===== src/sv/sact_pkg.sv =====
package sact_pkg;

  localparam int unsigned Sets = 64;
  localparam int unsigned Ways = 4;
  localparam int unsigned LineBytes = 64;

  localparam int unsigned AddrW = 64;
  localparam int unsigned CountW = 4;
  localparam int unsigned OffsW = 6;
  localparam int unsigned WayOutW = 2;
  localparam int unsigned CfgIdxW = 2;
  localparam int unsigned CfgDataW = 2;

  localparam logic [CfgIdxW-1:0] CfgEnable = 2'd0;
  localparam logic [CfgIdxW-1:0] CfgRepl = 2'd1;
  localparam logic [CfgIdxW-1:0] CfgWback = 2'd2;
  localparam logic [CfgIdxW-1:0] CfgWalloc = 2'd3;

  localparam logic [1:0] ReplLru = 2'd0;
  localparam logic [1:0] ReplFifo = 2'd1;
  localparam logic [1:0] ReplRand = 2'd2;

  localparam logic [15:0] LfsrSeed = 16'hACE1;

  typedef struct packed {
    logic       enabled;
    logic [1:0] repl;
    logic       wback;
    logic       walloc;
  } cfg_t;

  typedef struct packed {
    logic                bypassed;
    logic                hit;
    logic [WayOutW-1:0]  way;
    logic                wb_needed;
    logic [AddrW-1:0]    wb_addr;
    logic                fill_needed;
    logic [AddrW-1:0]    fill_addr;
    logic                mem_wt;
    logic [OffsW-1:0]    offset;
    logic [CountW-1:0]   count;
  } result_t;

endpackage


===== src/sv/sact_front.sv =====
// accepts items, splits the address and clips the count
module sact_front #(
  parameter int unsigned MaxAccessBytes = 8
) (
  input  logic                          clk_i,
  input  logic                          rst_ni,
  input  logic                          in_valid_i,
  output logic                          in_ready_o,
  input  logic                          cmd_i,
  input  logic [sact_pkg::AddrW-1:0]    addr_i,
  input  logic [sact_pkg::CountW-1:0]   bytes_i,
  output logic                          q_valid_o,
  input  logic                          q_ready_i,
  output logic                          q_cmd_o,
  output logic [sact_pkg::AddrW-1:0]    q_addr_o,
  output logic                          q_zero_o,
  output logic [sact_pkg::OffsW-1:0]    q_offset_o,
  output logic [sact_pkg::CountW-1:0]   q_count_o
);
  localparam int unsigned LineBytes = sact_pkg::LineBytes;
  localparam int unsigned OffW = $clog2(LineBytes);
  localparam int unsigned Depth = 2;

  logic [Depth-1:0] v_q, v_d;
  logic [Depth-1:0] cmd_q;
  logic [Depth-1:0] zero_q;
  logic [sact_pkg::AddrW-1:0] addr_q [Depth];
  logic [sact_pkg::OffsW-1:0] offs_q [Depth];
  logic [sact_pkg::CountW-1:0] cnt_q [Depth];
  logic wp_q, wp_d, rp_q, rp_d;

  logic [OffW-1:0] off;
  logic [sact_pkg::CountW-1:0] req;
  logic [OffW:0] room;
  logic [sact_pkg::CountW-1:0] cnt;
  logic push, pop;

  always_comb begin
    off = addr_i[OffW-1:0];
    req = (bytes_i > sact_pkg::CountW'(MaxAccessBytes)) ?
          sact_pkg::CountW'(MaxAccessBytes) : bytes_i;
    room = (OffW+1)'(LineBytes) - {1'b0, off};
    cnt = ({{(OffW+1){1'b0}}, req} > {{sact_pkg::CountW{1'b0}}, room}) ?
          sact_pkg::CountW'(room) : req;
  end

  assign in_ready_o = !v_q[wp_q];
  assign push = in_valid_i && in_ready_o;
  assign q_valid_o = v_q[rp_q];
  assign pop = q_valid_o && q_ready_i;
  assign q_cmd_o = cmd_q[rp_q];
  assign q_addr_o = addr_q[rp_q];
  assign q_zero_o = zero_q[rp_q];
  assign q_offset_o = offs_q[rp_q];
  assign q_count_o = cnt_q[rp_q];

  always_comb begin
    v_d = v_q;
    wp_d = wp_q;
    rp_d = rp_q;
    if (pop) begin
      v_d[rp_q] = 1'b0;
      rp_d = !rp_q;
    end
    if (push) begin
      v_d[wp_q] = 1'b1;
      wp_d = !wp_q;
    end
  end

  always_ff @(posedge clk_i or negedge rst_ni) begin
    if (!rst_ni) begin
      v_q <= '0;
      wp_q <= 1'b0;
      rp_q <= 1'b0;
    end else begin
      v_q <= v_d;
      wp_q <= wp_d;
      rp_q <= rp_d;
    end
  end

  always_ff @(posedge clk_i) begin
    if (push) begin
      cmd_q[wp_q] <= cmd_i;
      zero_q[wp_q] <= (req == '0);
      addr_q[wp_q] <= addr_i;
      offs_q[wp_q] <= sact_pkg::OffsW'(off);
      cnt_q[wp_q] <= cnt;
    end
  end
endmodule


===== config.mk =====
export PLATFORM = sky130hd
export DESIGN_NAME = sact_front
export DESIGN_NICKNAME = d
export VERILOG_FILES = /design/src/sv/sact_pkg.sv /design/src/sv/sact_front.sv
export SDC_FILE = /design/constraint.sdc
export NUM_CORES = 1
export LEC_CHECK = 0
export BUFFER_PORTS_ARGS = -buffer_cell sky130_fd_sc_hd__buf_2
export CELL_PAD_IN_SITES_DETAIL_PLACEMENT = 1
export CELL_PAD_IN_SITES_GLOBAL_PLACEMENT = 2
export CORE_ASPECT_RATIO = 1.2
export CORE_MARGIN = 3
export CORE_UTILIZATION = 37
export DETAILED_ROUTE_END_ITERATION = 8
export PLACE_DENSITY = 0.82
export SLEW_MARGIN = 10
export SYNTH_ARGS = -nofsm -noshare
export SYNTH_HDL_FRONTEND = slang
export SYNTH_SLANG_ARGS = --single-unit

===== constraint.sdc =====
create_clock -name clk_i -period 8.7 [get_ports clk_i]
set_input_delay 1.74 -clock clk_i [delete_from_list [all_inputs] [get_ports clk_i]]
set_output_delay 1.74 -clock clk_i [all_outputs]
set_load 0.01 [all_outputs]

# ---- Yosys cells after proc, flatten, opt, wreduce, memory -nomap -nowiden
# Memory sizes are Yosys's and may differ from the RTL's.
# Cells that the tools add are included.
dict set report word_totals {
  n_memories 3
  input_bits 73
  regBits 8
  mem_bits_rw 148
}
# name words word_bits read_ports rd_clocked_by_memory_dff write_ports line_no
set mem_list {}
lappend mem_list {addr_q 2 64 1 0 1 sact_front.sv:27} ;# logic [sact_pkg::AddrW-1:0] addr_q [Depth];
lappend mem_list {offs_q 2 6 1 0 1 sact_front.sv:28} ;# logic [sact_pkg::OffsW-1:0] offs_q [Depth];
lappend mem_list {cnt_q 2 4 1 0 1 sact_front.sv:29} ;# logic [sact_pkg::CountW-1:0] cnt_q [Depth];
dict set report op_classes {
  mux 20
  bitwise_logic 3
  n_addsub 1
  n_lt_le_gt_ge 6
  reduce_logical 8
}
# cell count
set ops {}
lappend ops {{1-bit two-way mux} 12}
lappend ops {{4-bit two-way mux} 2}
lappend ops {{4-bit by 7-bit > comparator with 1-bit output} 1}
lappend ops {{7-bit by 6-bit subtractor with 7-bit output (first input constant)} 1}
lappend ops {{2-bit bitwise mux} 2}
lappend ops {{4-bit > comparator (second input constant)} 1}
lappend ops {{1-bit logical AND} 4}
lappend ops {{4-bit zero test} 1}
lappend ops {{1-bit by 2-bit less-than comparator with 1-bit output (second input constant)} 2}
lappend ops {{2-bit two-way mux} 2}
lappend ops {{1-bit zero test} 3}
lappend ops {{2-bit bitwise AND} 1}
lappend ops {{1-bit demux with 1-bit select} 2}
lappend ops {{1-bit greater-or-equal comparator (second input constant)} 2}
lappend ops {{2-bit inverter} 1}
lappend ops {{2-bit bitwise OR} 1}

# ---- Depth between registers and ports, before layout
dict set report logic_depth {
  depth_word 9
  depth_mapped 8
  ltp_nobuf 8
}

# ---- Worst setup path after synthesis
# No wires, ideal clock.
dict set report synth_timing {
  kind {input -> register}
  from {input in_valid_i}
  to {register wp_q}
  path_buffers 0
  arrival_ns 7.382
  path_stages 2
  slack_ns 1.212
  setup_ns 0.106
  cell_sequence {nor3b_1 o21bai_1}
}
dict set report synth_via {
  elab_chain_len 1
}
# item line_no
set synth_lines {}
lappend synth_lines {{from (decl)} sact_front.sv:7} ;# input logic in_valid_i,
lappend synth_lines {{1-bit logical AND} sact_front.sv:48} ;# assign push = in_valid_i && in_ready_o;
lappend synth_lines {{to (signal assigned)} sact_front.sv:78} ;# wp_q <= wp_d;
lappend synth_lines {{to (decl)} sact_front.sv:30} ;# logic wp_q, wp_d, rp_q, rp_d;
# Every way passes these cells.
# A chain may end at the register's enable or synchronous reset.

# ---- Final worst setup path
dict set report layout_timing {
  from {register rp_q}
  to {output q_addr_o[1] in the netlist's numbering}
}
dict set report layout_via {
  elab_chain_len 1
}
# item line_no
set layout_lines {}
lappend layout_lines {{from (decl)} sact_front.sv:30}
lappend layout_lines {{from (signal assigned)} sact_front.sv:79} ;# rp_q <= rp_d;
lappend layout_lines {{memory 2 x 64 bit} --}
lappend layout_lines {{to (decl)} sact_front.sv:15} ;# output logic [sact_pkg::AddrW-1:0] q_addr_o,
# Every way passes these cells.

==> results_dict.tcl <==
set metrics [dict create \
    crit_end "q_addr_o[1]" \
    dieArea_um2 16400 \
    portBuffers 150 \
    r2r_cells 3 \
    synth-async-reset-ratio 0.0278 \
    max_slew_margin 0.331 \
    postCtsHoldBufs 0 \
    cts_buffer_depth 2 \
    end_kind "output pin" \
    finalSetupViolCount 0 \
    synthesis.area_um2 5500 \
    root_buffer "clkbuf_16" \
    r2r_end "addr_q[1][7]" \
    n_antenna_cell 0 \
    htree_num_levels 4 \
    worst-path-max-fanout 75 \
    critPathLaunch "rp_q" \
    grt_pass1_wl_mm 18.0 \
    syn_nets 351 \
    r2r_slack_ns 6.63 \
    grt_pass1_vias 3384 \
    period_share 0.445 \
    cts_buffers 17 \
    r2r_start "wp_q" \
    routed_wl_mm 11.3 \
    hold_viol 0 \
    synth.distinct_cells 24 \
    worst_ep_arrival_time_ns 2.13 \
    status "finished clean" \
    synth_flop_cell "edfxtp_1" \
    dr_wl_met3_um 621 \
    final_core_util 0.487 \
    worstSetupPathType "flip-flop to output pin" \
    layout_min_cycle_time_ns 3.87 \
    cts_setup_buffers 0 \
    drtIter0Drc 168 \
    placedCellCount 611 \
    initial_core_util 0.380 \
    p_leak_uw 0.00270 \
    syn_area_per_cell_um2 20.1 \
    wl_met2_mm 6.17 \
    clock_skew_ns 0.00656 \
    cts_tree "built" \
    cts_resized 0 \
    path_clk_slew_ns 0.06 \
    rows 48 \
    top_layer "met5" \
    tightestPinTransition_ns 1.00 \
    layout-drive-gt1-share 0.585 \
    grt_start_max_net_pins 76 \
    start_kind "flip-flop" \
    drc 0 \
    wire_per_inst_um 17.6 \
    hpwl_mm 7.57 \
    maxCapViolCount 0 \
    tns_ns 0 \
    nets 508 \
    gp_congestion 0.821 \
    grt_overflow_total 0 \
    clk_latency_ns 0.41 \
    antenna_found_initial 1 \
    yosysTopAreaCellShare 0.764 \
    hp-class "flip-flop to flip-flop" \
    cellPowerDensity_nw_per_um2 329 \
    final_cells 643 \
    synth_edf_count 140 \
    ys_ff_latch 144 \
    fmax_mhz 258 \
    syn2layout_area_growth_pct 28.1 \
    globalRouteTotalUtil 0.143 \
    netlist_instances 273 \
    num_vias 2974 \
    m1WireLength_mm 4.28 \
    die-height_um 140 \
    coreArea_um2 14500 \
    layout_common_cells "150 x buf_2, 140 x edfxtp_1, 72 x mux2_2, 17 x clkbuf_16, 7 x inv_1" \
    vias_per_cell 4.63 \
    slew_violations 0 \
    die_w_um 117 \
    drt_first_pass_iters 4 \
    rsz0062_at_grt "false" \
    final_common_cell "buf_2" \
    vdd_drop_max_mv 0.153 \
    numClockSinks 144 \
    yosysWarnings 0 \
    final_antenna_net_count 0 \
    ys_seq_area_frac 0.783 \
    cp_data_required_time_ns 6.96 \
    synth_area_leaders "edfxtp_1 76%, mux2_2 15%, dfrtp_1 1.8%" \
    io_pins 151 \
    synth_area_leader_cell "edfxtp_1" \
]
## per-layer routing
layer	global-route usage	vias up
met4	0.0649	2
met2	0.262	94
met1	0.151	1482
met3	0.0431	19
li1	-	1377
met5	0	-
## synth_stat cells (2+ instances only)
cell type    n
nor3b_1      2
mux2i_1      5
o21bai_1     2
xor2_1       2
a21o_1       2
edfxtp_1   140
buf_2        8
dfrtp_1      4
mux2_2      72
nand2_1      4
inv_1        7
ha_1         5
nand2b_1     2
nor2_1       2
a21oi_1      2
buf_4        6
## how the worst min path moves through the flow
stage / to / cells after the start / startpoint
6_report: v_q[0] / 1 / v_q[0]
5_1_grt: rp_q / 1 / v_q[1]
4_1_cts: v_q[0] / 1 / v_q[0]
3_5_place_dp: v_q[0] / 1 / v_q[0]
3_3_place_gp: v_q[0] / 1 / v_q[0]
2_1_floorplan: rp_q / 1 / v_q[1]
## registers in the layout, indices dropped and copies added, names as in the netlist
register and count:
addr_q 128, zero_q 2, wp_q 1, v_q 2, cmd_q 2, cnt_q 8, rp_q 1
## where the power goes
part           internal [uW]  switching, uW  total, uW
Combinational            281            288        569
Clock                    451            275        726
Sequential               924            101       1020
Total                   1660            663       2320
## cell families after synthesis
kind of cell               share of synthesized area
DFF                                            0.783
muxes                                          0.157
buffers and inverters                         0.0209
and+or+nand+nor                               0.0134
AOI/OAI and AO/OA                             0.0121
adders and majority gates                     0.0114
xor gates and xnor gates                     0.00319
## worst max-delay path, stage by stage, from the launching register on
cell and delay [ns]:
dfrtp_4 1.09, mux2_2 0.46, buf_2 0.15
## layout make-up
cell class | instances | area [um2]
clock buffer | 19 | 433
fill | 1397 | 7430
sequential | 144 | 4310
multi-input combinational | 107 | 1090
clock inverter | 13 | 161
timing repair buffer | 153 | 773
inverter | 7 | 26.3
tap | 200 | 250
## through the flow
stage	total power [uW]	worst slack [ns]	hold WS [ns]	area (um2)
after floorplan	1390	1.21	0.488	5500
after global placement	1610	4.91	0.558	6450
after detailed placement	1630	4.79	0.570	6450
after CTS	2360	4.76	0.586	7050
after global routing	2440	4.70	0.615	7050
final	2320	4.83	0.582	7050
Note: power is estimated with default switching activity, not from simulation.
